==> config.mk <==
export PLATFORM = sky130hd
export DESIGN_NAME = audio_spike_detector
export DESIGN_NICKNAME = d
export VERILOG_FILES = /design/src/design/asd_pkg.sv /design/src/design/asd_queue.sv /design/src/design/asd_front.sv /design/src/design/asd_back.sv /design/src/design/audio_spike_detector.sv
export SDC_FILE = /design/constraint.sdc
export NUM_CORES = 1
export LEC_CHECK = 0
export ABC_AREA = 1
export BUFFER_PORTS_ARGS = -buffer_cell sky130_fd_sc_hd__buf_2
export CAP_MARGIN = 10
export CORE_MARGIN = 5
export CORE_UTILIZATION = 64
export CTS_BUF_LIST = sky130_fd_sc_hd__clkbuf_16
export CTS_CLUSTER_SIZE = 20
export DETAILED_ROUTE_END_ITERATION = 10
export GPL_TIMING_DRIVEN = 0
export HOLD_SLACK_MARGIN = 0.08
export PLACE_DENSITY_LB_ADDON = 0.12
export SLEW_MARGIN = 25
export SYNTH_ARGS = -nofsm -noshare
export SYNTH_HDL_FRONTEND = slang
export SYNTH_SLANG_ARGS = --single-unit
export TNS_END_PERCENT = 20
==> constraint.sdc <==
create_clock -name clk_i -period 6.9 [get_ports clk_i]
set_input_delay 1.035 -clock clk_i [delete_from_list [all_inputs] [get_ports clk_i]]
set_output_delay 1.035 -clock clk_i [all_outputs]
set_load 0.02 [all_outputs]
==> src/design/asd_pkg.sv <==
// Shared types and constants for the audio spike detector.
`default_nettype none
package asd_pkg;

  localparam int SampleBits  = 12;
  localparam int ElapsedBits = 8;
  localparam int TimerBits   = 16;
  localparam int SumBits     = 19;
  localparam int CountBits   = 7;
  localparam int FracBits    = 10;
  localparam int CfgIdxBits  = 2;
  localparam int CfgDataBits = 16;

  localparam int InDataBits  = ((SampleBits + ElapsedBits + 7) / 8) * 8;
  localparam int OutDataBits = ((SampleBits + 7) / 8) * 8;

  localparam int ProdBits    = SampleBits + FracBits;
  localparam int ThrBits     = ProdBits - 8 + 1;

  localparam int QDepth      = 2;
  localparam int QPtrBits    = $clog2(QDepth);
  localparam int QCntBits    = $clog2(QDepth + 1);

  localparam int DivSteps    = SumBits;
  localparam int DivCntBits  = $clog2(DivSteps);

  localparam logic [SampleBits-1:0]  AvgReset      = SampleBits'(2048);
  localparam logic [TimerBits-1:0]   HoldoffReset  = TimerBits'(100);
  localparam logic [FracBits-1:0]    FracReset     = FracBits'(77);
  localparam logic [TimerBits-1:0]   LogPerReset   = TimerBits'(50);
  localparam logic [CountBits-1:0]   PerAvgReset   = CountBits'(20);

  typedef enum logic [CfgIdxBits-1:0] {
    CFG_HOLDOFF  = 2'd0,
    CFG_FRACTION = 2'd1,
    CFG_LOG_PER  = 2'd2,
    CFG_PER_AVG  = 2'd3
  } cfg_idx_e;

  // One queued request from the front to the back part.
  typedef struct packed {
    logic                 spike;
    logic                 div;
    logic [SumBits-1:0]   sum;
    logic [CountBits-1:0] divisor;
  } job_t;

  // Average level published by the back part.
  typedef struct packed {
    logic                  upd;
    logic [SampleBits-1:0] level;
  } avg_t;

  // Front status seen by the top level.
  typedef struct packed {
    logic push;
    logic pending;
  } front_stat_t;

endpackage
`default_nettype wire

==> src/design/asd_queue.sv <==
// Two-entry request queue between the front and back parts.
`default_nettype none
module asd_queue
  import asd_pkg::*;
(
  input  wire logic clk_i,
  input  wire logic rst_ni,
  input  wire logic push_i,
  input  job_t      job_i,
  input  wire logic pop_i,
  output job_t      job_o,
  output logic      full_o,
  output logic      empty_o
);

  job_t                mem_q [QDepth];
  logic [QPtrBits-1:0] wr_q, wr_d;
  logic [QPtrBits-1:0] rd_q, rd_d;
  logic [QCntBits-1:0] cnt_q, cnt_d;

  logic do_push, do_pop;

  assign full_o  = (cnt_q == QCntBits'(QDepth));
  assign empty_o = (cnt_q == '0);
  assign do_push = push_i && !full_o;
  assign do_pop  = pop_i && !empty_o;
  assign job_o   = mem_q[rd_q];

  always_comb begin
    wr_d  = do_push ? wr_q + QPtrBits'(1) : wr_q;
    rd_d  = do_pop ? rd_q + QPtrBits'(1) : rd_q;
    cnt_d = cnt_q;
    if (do_push && !do_pop) begin
      cnt_d = cnt_q + QCntBits'(1);
    end else if (do_pop && !do_push) begin
      cnt_d = cnt_q - QCntBits'(1);
    end
  end

  always_ff @(posedge clk_i or negedge rst_ni) begin
    if (!rst_ni) begin
      wr_q  <= '0;
      rd_q  <= '0;
      cnt_q <= '0;
    end else begin
      wr_q  <= wr_d;
      rd_q  <= rd_d;
      cnt_q <= cnt_d;
    end
  end

  always_ff @(posedge clk_i) begin
    if (do_push) begin
      mem_q[wr_q] <= job_i;
    end
  end

endmodule
`default_nettype wire

==> src/design/asd_front.sv <==
// Front part: takes samples, runs timers, spike test and peak/period bookkeeping.
`default_nettype none
module asd_front
  import asd_pkg::*;
(
  input  wire logic                   clk_i,
  input  wire logic                   rst_ni,
  input  wire logic                   cfg_we_i,
  input  wire logic [CfgIdxBits-1:0]  cfg_idx_i,
  input  wire logic [CfgDataBits-1:0] cfg_data_i,
  input  wire logic                   in_valid_i,
  output logic                        in_ready_o,
  input  wire logic [SampleBits-1:0]  sample_i,
  input  wire logic [ElapsedBits-1:0] elapsed_i,
  input  avg_t                        avg_i,
  input  wire logic                   q_full_i,
  output logic                        push_o,
  output job_t                        job_o,
  output front_stat_t                 stat_o
);

  typedef enum logic [1:0] {F_IDLE, F_MUL, F_EVAL} state_e;

  state_e state_q;

  logic [TimerBits-1:0]   holdoff_ms_q;
  logic [FracBits-1:0]    frac_q;
  logic [TimerBits-1:0]   log_per_q;
  logic [CountBits-1:0]   per_avg_q;

  logic [SampleBits-1:0]  smp_q;
  logic [ElapsedBits-1:0] dt_q;
  logic [ProdBits-1:0]    prod_q;

  logic [SampleBits-1:0]  peak_q, peak_d;
  logic [SumBits-1:0]     sum_q, sum_d;
  logic [CountBits-1:0]   cnt_q, cnt_d;
  logic [TimerBits-1:0]   ptimer_q, ptimer_d;
  logic [TimerBits-1:0]   htimer_q, htimer_d;
  logic                   pending_q;

  logic [TimerBits:0]     h_add, p_add;
  logic [TimerBits-1:0]   h_sat, p_sat;
  logic [ThrBits-1:0]     thr;
  logic                   spike;
  logic [SampleBits-1:0]  peak_new;
  logic [SumBits:0]       sum_add;
  logic [SumBits-1:0]     sum_sat;
  logic [CountBits-1:0]   cnt_inc;
  logic                   per_end, div_now;
  logic                   push;

  assign in_ready_o = (state_q == F_IDLE) && !pending_q;
  assign push       = (state_q == F_EVAL) && !q_full_i;

  always_comb begin
    h_add    = {1'b0, htimer_q} + (TimerBits + 1)'(dt_q);
    p_add    = {1'b0, ptimer_q} + (TimerBits + 1)'(dt_q);
    h_sat    = h_add[TimerBits] ? '1 : h_add[TimerBits-1:0];
    p_sat    = p_add[TimerBits] ? '1 : p_add[TimerBits-1:0];
    thr      = ThrBits'(avg_i.level) + ThrBits'(prod_q[ProdBits-1:8]);
    spike    = (h_sat > holdoff_ms_q) && (ThrBits'(smp_q) > thr);
    peak_new = (smp_q > peak_q) ? smp_q : peak_q;
    sum_add  = {1'b0, sum_q} + (SumBits + 1)'(peak_new);
    sum_sat  = sum_add[SumBits] ? '1 : sum_add[SumBits-1:0];
    cnt_inc  = cnt_q + CountBits'(1);
    per_end  = (p_sat >= log_per_q);
    div_now  = per_end && (cnt_inc >= per_avg_q);

    htimer_d = spike ? '0 : h_sat;
    ptimer_d = per_end ? '0 : p_sat;
    peak_d   = per_end ? '0 : peak_new;
    sum_d    = sum_q;
    cnt_d    = cnt_q;
    if (per_end) begin
      sum_d = div_now ? '0 : sum_sat;
      cnt_d = div_now ? '0 : cnt_inc;
    end

    job_o.spike   = spike;
    job_o.div     = div_now;
    job_o.sum     = sum_sat;
    job_o.divisor = (cnt_inc == '0) ? CountBits'(1) : cnt_inc;
  end

  assign push_o         = push;
  assign stat_o.push    = push;
  assign stat_o.pending = pending_q;

  always_ff @(posedge clk_i or negedge rst_ni) begin
    if (!rst_ni) begin
      holdoff_ms_q <= HoldoffReset;
      frac_q       <= FracReset;
      log_per_q    <= LogPerReset;
      per_avg_q    <= PerAvgReset;
    end else if (cfg_we_i) begin
      unique case (cfg_idx_e'(cfg_idx_i))
        CFG_HOLDOFF:  holdoff_ms_q <= cfg_data_i[TimerBits-1:0];
        CFG_FRACTION: frac_q       <= cfg_data_i[FracBits-1:0];
        CFG_LOG_PER:  log_per_q    <= cfg_data_i[TimerBits-1:0];
        CFG_PER_AVG:  per_avg_q    <= cfg_data_i[CountBits-1:0];
        default: ;
      endcase
    end
  end

  always_ff @(posedge clk_i or negedge rst_ni) begin
    if (!rst_ni) begin
      state_q   <= F_IDLE;
      peak_q    <= '0;
      sum_q     <= '0;
      cnt_q     <= '0;
      ptimer_q  <= '0;
      htimer_q  <= '0;
      pending_q <= 1'b0;
    end else begin
      // Hold new samples off from an average request until the back part publishes it.
      if (push && div_now) begin
        pending_q <= 1'b1;
      end else if (avg_i.upd) begin
        pending_q <= 1'b0;
      end
      unique case (state_q)
        F_IDLE: begin
          if (in_valid_i && in_ready_o) begin
            state_q <= F_MUL;
          end
        end
        F_MUL: begin
          state_q <= F_EVAL;
        end
        F_EVAL: begin
          if (push) begin
            state_q  <= F_IDLE;
            peak_q   <= peak_d;
            sum_q    <= sum_d;
            cnt_q    <= cnt_d;
            ptimer_q <= ptimer_d;
            htimer_q <= htimer_d;
          end
        end
        default: state_q <= F_IDLE;
      endcase
    end
  end

  always_ff @(posedge clk_i) begin
    if (in_valid_i && in_ready_o) begin
      smp_q <= sample_i;
      dt_q  <= elapsed_i;
    end
    if (state_q == F_MUL) begin
      prod_q <= avg_i.level * frac_q;
    end
  end

endmodule
`default_nettype wire

==> src/design/asd_back.sv <==
// Back part: divides the peak sum for a new average and drives the result register.
`default_nettype none
module asd_back
  import asd_pkg::*;
(
  input  wire logic                    clk_i,
  input  wire logic                    rst_ni,
  input  wire logic                    q_empty_i,
  input  job_t                         job_i,
  output logic                         pop_o,
  output avg_t                         avg_o,
  output logic                         out_valid_o,
  input  wire logic                    out_ready_i,
  output logic                         out_spike_o,
  output logic [SampleBits-1:0]        out_avg_o
);

  typedef enum logic [1:0] {B_IDLE, B_DIV, B_OUT} state_e;

  state_e                 state_q;
  logic [SampleBits-1:0]  avg_q;
  logic                   upd_q;
  logic                   spike_q;
  logic [SumBits-1:0]     quo_q;
  logic [CountBits-1:0]   rem_q;
  logic [CountBits-1:0]   dvs_q;
  logic [DivCntBits-1:0]  step_q;
  logic                   out_valid_q;
  logic                   out_spike_q;
  logic [SampleBits-1:0]  out_avg_q;

  logic [CountBits:0]     trial;
  logic                   fits;
  logic [CountBits:0]     trial_sub;
  logic                   out_free;

  assign pop_o    = (state_q == B_IDLE) && !q_empty_i;
  assign out_free = !out_valid_q || out_ready_i;

  always_comb begin
    trial     = {rem_q, quo_q[SumBits-1]};
    fits      = (trial >= {1'b0, dvs_q});
    trial_sub = trial - {1'b0, dvs_q};
  end

  assign avg_o.upd   = upd_q;
  assign avg_o.level = avg_q;
  assign out_valid_o = out_valid_q;
  assign out_spike_o = out_spike_q;
  assign out_avg_o   = out_avg_q;

  always_ff @(posedge clk_i or negedge rst_ni) begin
    if (!rst_ni) begin
      state_q     <= B_IDLE;
      avg_q       <= AvgReset;
      upd_q       <= 1'b0;
      step_q      <= '0;
      out_valid_q <= 1'b0;
    end else begin
      upd_q <= (state_q == B_DIV) && (step_q == '0);
      if (state_q == B_OUT && out_free) begin
        out_valid_q <= 1'b1;
      end else if (out_ready_i) begin
        out_valid_q <= 1'b0;
      end
      unique case (state_q)
        B_IDLE: begin
          if (pop_o) begin
            step_q  <= DivCntBits'(DivSteps - 1);
            state_q <= job_i.div ? B_DIV : B_OUT;
          end
        end
        B_DIV: begin
          if (step_q == '0) begin
            // Keep only the low sample bits of the quotient.
            avg_q   <= {quo_q[SampleBits-2:0], fits};
            state_q <= B_OUT;
          end else begin
            step_q <= step_q - DivCntBits'(1);
          end
        end
        B_OUT: begin
          if (out_free) begin
            state_q <= B_IDLE;
          end
        end
        default: state_q <= B_IDLE;
      endcase
    end
  end

  always_ff @(posedge clk_i) begin
    if (pop_o) begin
      spike_q <= job_i.spike;
      quo_q   <= job_i.sum;
      dvs_q   <= job_i.divisor;
      rem_q   <= '0;
    end else if (state_q == B_DIV) begin
      // One restoring step: shift in the next dividend bit, subtract when it fits.
      rem_q <= fits ? trial_sub[CountBits-1:0] : trial[CountBits-1:0];
      quo_q <= {quo_q[SumBits-2:0], fits};
    end
    if (state_q == B_OUT && out_free) begin
      out_spike_q <= spike_q;
      out_avg_q   <= avg_q;
    end
  end

endmodule
`default_nettype wire

==> src/design/audio_spike_detector.sv <==
// Audio spike detector: one result per sample, spike flag and running average level.
// Flow: a new sample is taken only after the previous one has been pushed to the queue, which
//   stalls while the queue is full; after an averaging period end the next sample waits until
//   the 19-step restoring divider in the back part has written the new average.
// Reset: asynchronous, active low; registers return to their defaults, the average to 2048,
//   timers, peak, sum and count to zero, the queue and result register to empty.
`default_nettype none
module audio_spike_detector
  import asd_pkg::*;
(
  input  wire logic                    clk_i,
  input  wire logic                    rst_ni,
  input  wire logic                    cfg_we_i,
  input  wire logic [CfgIdxBits-1:0]   cfg_idx_i,
  input  wire logic [CfgDataBits-1:0]  cfg_data_i,
  input  wire logic                    s_axis_tvalid,
  output logic                         s_axis_tready,
  // [11:0] sample, [19:12] elapsed_ms, upper bits zero
  input  wire logic [InDataBits-1:0]   s_axis_tdata,
  output logic                         m_axis_tvalid,
  input  wire logic                    m_axis_tready,
  // [11:0] average_level, upper bits zero
  output logic [OutDataBits-1:0]       m_axis_tdata,
  // [0] spike
  output logic                         m_axis_tuser
);

  job_t                   push_job, head_job;
  logic                   push, pop, q_full, q_empty;
  avg_t                   avg;
  front_stat_t            fstat;
  logic [SampleBits-1:0]  out_avg;

  asd_front u_front (
    .clk_i      (clk_i),
    .rst_ni     (rst_ni),
    .cfg_we_i   (cfg_we_i),
    .cfg_idx_i  (cfg_idx_i),
    .cfg_data_i (cfg_data_i),
    .in_valid_i (s_axis_tvalid),
    .in_ready_o (s_axis_tready),
    .sample_i   (s_axis_tdata[SampleBits-1:0]),
    .elapsed_i  (s_axis_tdata[SampleBits+ElapsedBits-1:SampleBits]),
    .avg_i      (avg),
    .q_full_i   (q_full),
    .push_o     (push),
    .job_o      (push_job),
    .stat_o     (fstat)
  );

  asd_queue u_queue (
    .clk_i   (clk_i),
    .rst_ni  (rst_ni),
    .push_i  (push),
    .job_i   (push_job),
    .pop_i   (pop),
    .job_o   (head_job),
    .full_o  (q_full),
    .empty_o (q_empty)
  );

  asd_back u_back (
    .clk_i       (clk_i),
    .rst_ni      (rst_ni),
    .q_empty_i   (q_empty),
    .job_i       (head_job),
    .pop_o       (pop),
    .avg_o       (avg),
    .out_valid_o (m_axis_tvalid),
    .out_ready_i (m_axis_tready),
    .out_spike_o (m_axis_tuser),
    .out_avg_o   (out_avg)
  );

  assign m_axis_tdata = OutDataBits'(out_avg);

  // A request never reaches a full queue.
  assert property (@(posedge clk_i) disable iff (!rst_ni) fstat.push |-> !q_full)
    else $error("request pushed into full queue");

  // No sample is taken while a new average is still being computed.
  assert property (@(posedge clk_i) disable iff (!rst_ni) s_axis_tready |-> !fstat.pending)
    else $error("sample accepted during average update");

  // The average changes only when the front part waits for it.
  assert property (@(posedge clk_i) disable iff (!rst_ni) avg.upd |-> fstat.pending)
    else $error("average update without pending request");

  // A pushed average request holds off the next sample.
  assert property (@(posedge clk_i) disable iff (!rst_ni)
                   (fstat.push && push_job.div) |=> !s_axis_tready)
    else $error("sample accepted right after average request");

endmodule
`default_nettype wire

==> metrics.txt <==
setup TNS 0 ns; cell mode on critical path fa_1; Clock Tree Root clkbuf_16; total gr overflow 0; via/cell ratio 5.523; period utilization 0.8191; global-route wire length before repair 77640 um; endpoints failing hold 0; final cell count without fillers 2909; ANT cells 0; crit-path max cell delay 0.55 ns; Starting Density 0.6467; GRT Total Usage 0.2804; drt pass-1 iters 8; setup skew after layout 0.02920 ns; Cells after Synth 2388; Worst Path Required 7.16 ns; RSZ-0062 raised after global routing false; DRT Wirelength 47090 um; Post-synth ARST share 0.5176; worst-path cell chain clkbuf_1 > nand2_1 > fa_1 > fa_1 > inv_1 > fa_1 > fa_1 > inv_1 > fa_1 > inv_1 > ha_1 > a21oi_1 > o21ai_0 > a21o_1 > nand2_1 > nand4_1 > xor2_1; leakage 0.01158 uW; Setup crit start kind register; Slew headroom 0.3422; Clock Sinks 284; Final GP Congestion 0.9647; via count 16070; Cell variety after synth 58; Storage cell area 7739 um2; placed cell count 2847; vias in the first global route 15820; Worst Hold Class primary input to asynchronous set/reset pin; total CTS buffers 34; sequential area share after synthesis 0.3912; core footprint 30590 um2; Most used DFF post-synth dfrtp_1; FMAX 176.9 MHz; final setup vio count 0; Arrival @ worst endpoint 5.91 ns; largest net degree at the start of global routing 85; Skew-Pair Late Insertion Delay 0.53 ns; FF-to-FF End u_front.prod_q[20]$_DFFE_PN_; Worst-Margin Slew 0.9867 ns; max-slew violations 0; HPWL after DPL 36430 um; WP buf/inv 4; CP Class register to register; Hold-fix buffers, CTS 0; die extent in y 185.8 um; Largest delay share family, worst path adder cells; count of standard-cell rows 64; IO Port Bufs 57; Clock Path Buffers 3; critical path endpoint u_front.prod_q[20]$_DFFE_PN_; register-to-register setup slack 1.25 ns; mean post-synth cell area 8.284 um2; synth-to-layout area growth 10.20%; minimum clock period 5.652 ns; multi-input combinational cell area 10270 um2; fraction of layout cells with a size suffix above 1 0.07998; die outline area 34530 um2; Worst VDD drop 0.3195 mV; # DRC 0; Final ANT Viol Nets 0; reg2reg path depth 17; I/O Pins 66; P per Cell Area 410.1 nW/um2; FF+latch count, synth 284; Setup crit start u_back.avg_q[1]$_DFFE_PN0P_; initial antenna violation count 0; filler instances 2395; initial DRC count 1205; Synth Warn # 0; Max Cap Viol 0; drt wl/cell 16.19 um; Die X 185.8 um; crit path max fanout 10; r2r startpoint u_back.avg_q[1]$_DFFE_PN0P_; CP endpoint kind register; # Post-CTS Setup Buffers 0; post-CTS sizing 0; WP depth 17; Max H-tree Level 2; status completed; master of the slowest instance on the critical path fa_1; fin nets 2785; EDFF count, synth 130; Mapped Area 19780 um2; CTS tree yes; clock slew at reported path FFs 0.06 ns
synthesized netlist by cell type (4+ instances only):
cell,number,area [um2]
a21o_1,6,45.04
nor4_1,4,25.02
nand3b_1,7,52.55
buf_2,11,55.05
xnor2_1,21,183.9
a31oi_1,26,162.7
o21ai_0,120,600.6
nor2_1,136,510.5
buf_1,4,15.01
fa_1,82,1642
a21oi_2,4,35.03
or2_2,4,25.02
o21bai_1,6,45.04
clkbuf_1,40,150.1
dfrtp_1,134,3353
inv_1,385,1445
nand3_1,100,500.5
nand2_2,7,43.79
dfxtp_1,7,140.1
nand4_1,19,118.9
nor2_4,12,135.1
xor2_1,30,262.8
edfxtp_1,130,3904
dfstp_2,13,341.6
o21a_1,9,67.56
nor3_1,16,80.08
ha_1,169,2115
o21ai_2,11,96.34
a21oi_1,93,465.5
nand2_1,734,2755
buf_4,5,37.54
placed cells by master (no fill, tap or decap), types with 5 or more instances in the layout:
cell type / count
nand2_1: 734
inv_1: 398
ha_1: 169
dfrtp_1: 134
nor2_1: 132
edfxtp_1: 130
o21ai_0: 120
nand3_1: 100
a21oi_1: 93
fa_1: 82
buf_2: 67
clkbuf_1: 40
clkbuf_16: 34
xor2_1: 30
a31oi_1: 26
xnor2_1: 21
nand4_1: 19
nor3_1: 16
nor2_4: 14
dfstp_2: 13
o21ai_2: 11
o21a_1: 9
nand2_2: 7
nand3b_1: 7
dfxtp_1: 7
o21bai_1: 6
a21o_1: 6
buf_4: 5
sequential cells by signal, summed over array words and instances, names as in the netlist, 14 cells and up:
signal	count
u_back.quo_q	19
u_front.holdoff_ms_q	16
u_front.htimer_q	16
u_front.log_per_q	16
u_front.prod_q	14
u_front.ptimer_q	16
u_front.sum_q	19
u_queue.mem_q	56
logic make-up (layout without fill, tap and decap cells):
| kind of cell | after synthesis | count (layout) | share of synthesized area |
|---|---|---|---|
| and+or+nand+nor | 1054 | 1054 | 0.2222 |
| buffers and inverters | 456 | 578 | 0.09095 |
| AOI/OAI and AO/OA | 291 | 291 | 0.08298 |
| DFF | 284 | 284 | 0.3912 |
| adders and majority gates | 251 | 251 | 0.1899 |
| xor gates and xnor gates | 51 | 51 | 0.02258 |
| other | 1 | 4 | 0.0001896 |
where the power goes:
group          internal (uW)  total [uW]  switching [uW]
Combinational           1550        4440            2890
Clock                   1030        1750             728
Sequential              2440        2750             310
area by class of cell:
cell class / count / area share
multi-input combinational: 1651 / 0.4714
sequential: 284 / 0.3550
inverter: 390 / 0.06727
clock buffer: 34 / 0.03903
tap: 396 / 0.02273
timing repair buffer: 60 / 0.01733
buffer: 66 / 0.01527
clock inverter: 28 / 0.01200
worst min path at each step:
| stage | slack (ns) | cells after the start | to |
|---|---|---|---|
| finish | 0.44 | 1 | u_front.sum_q[14]$_DFFE_PN0P_ |
| CTS | 0.43 | 0 | u_back.out_spike_o$_DFFE_PP_ |
| detailed placement | 0.41 | 0 | u_back.out_spike_o$_DFFE_PP_ |
| floorplan | 0.40 | 0 | u_back.out_spike_o$_DFFE_PP_ |
| global route | 0.44 | 0 | u_back.out_spike_o$_DFFE_PP_ |
| global placement | 0.40 | 0 | u_back.out_spike_o$_DFFE_PP_ |
through the flow:
step                hold WS (ns)    util  power [uW]  setup slack, ns  instance area, um2
floorplan                 0.4003       -        5905            1.916               19790
global placement          0.4027  0.6726        6939            1.328               20570
detailed placement        0.4072  0.6762        7144            1.260               20680
CTS                       0.4318  0.7125        8947            1.219               21800
global route              0.4389  0.7126        9698            1.009               21800
finish                    0.4360  0.7126        8939            1.248               21800
metal layers:
metal  up-vias  wire (um)  track usage
met5         -          0            0
met4         0       1519      0.09560
met3       109       3233      0.04378
met2       539      21830       0.4485
met1      7601      20510       0.3946
li1       7816          -            -
No activity file was read; power rests on OpenSTA's default activity.
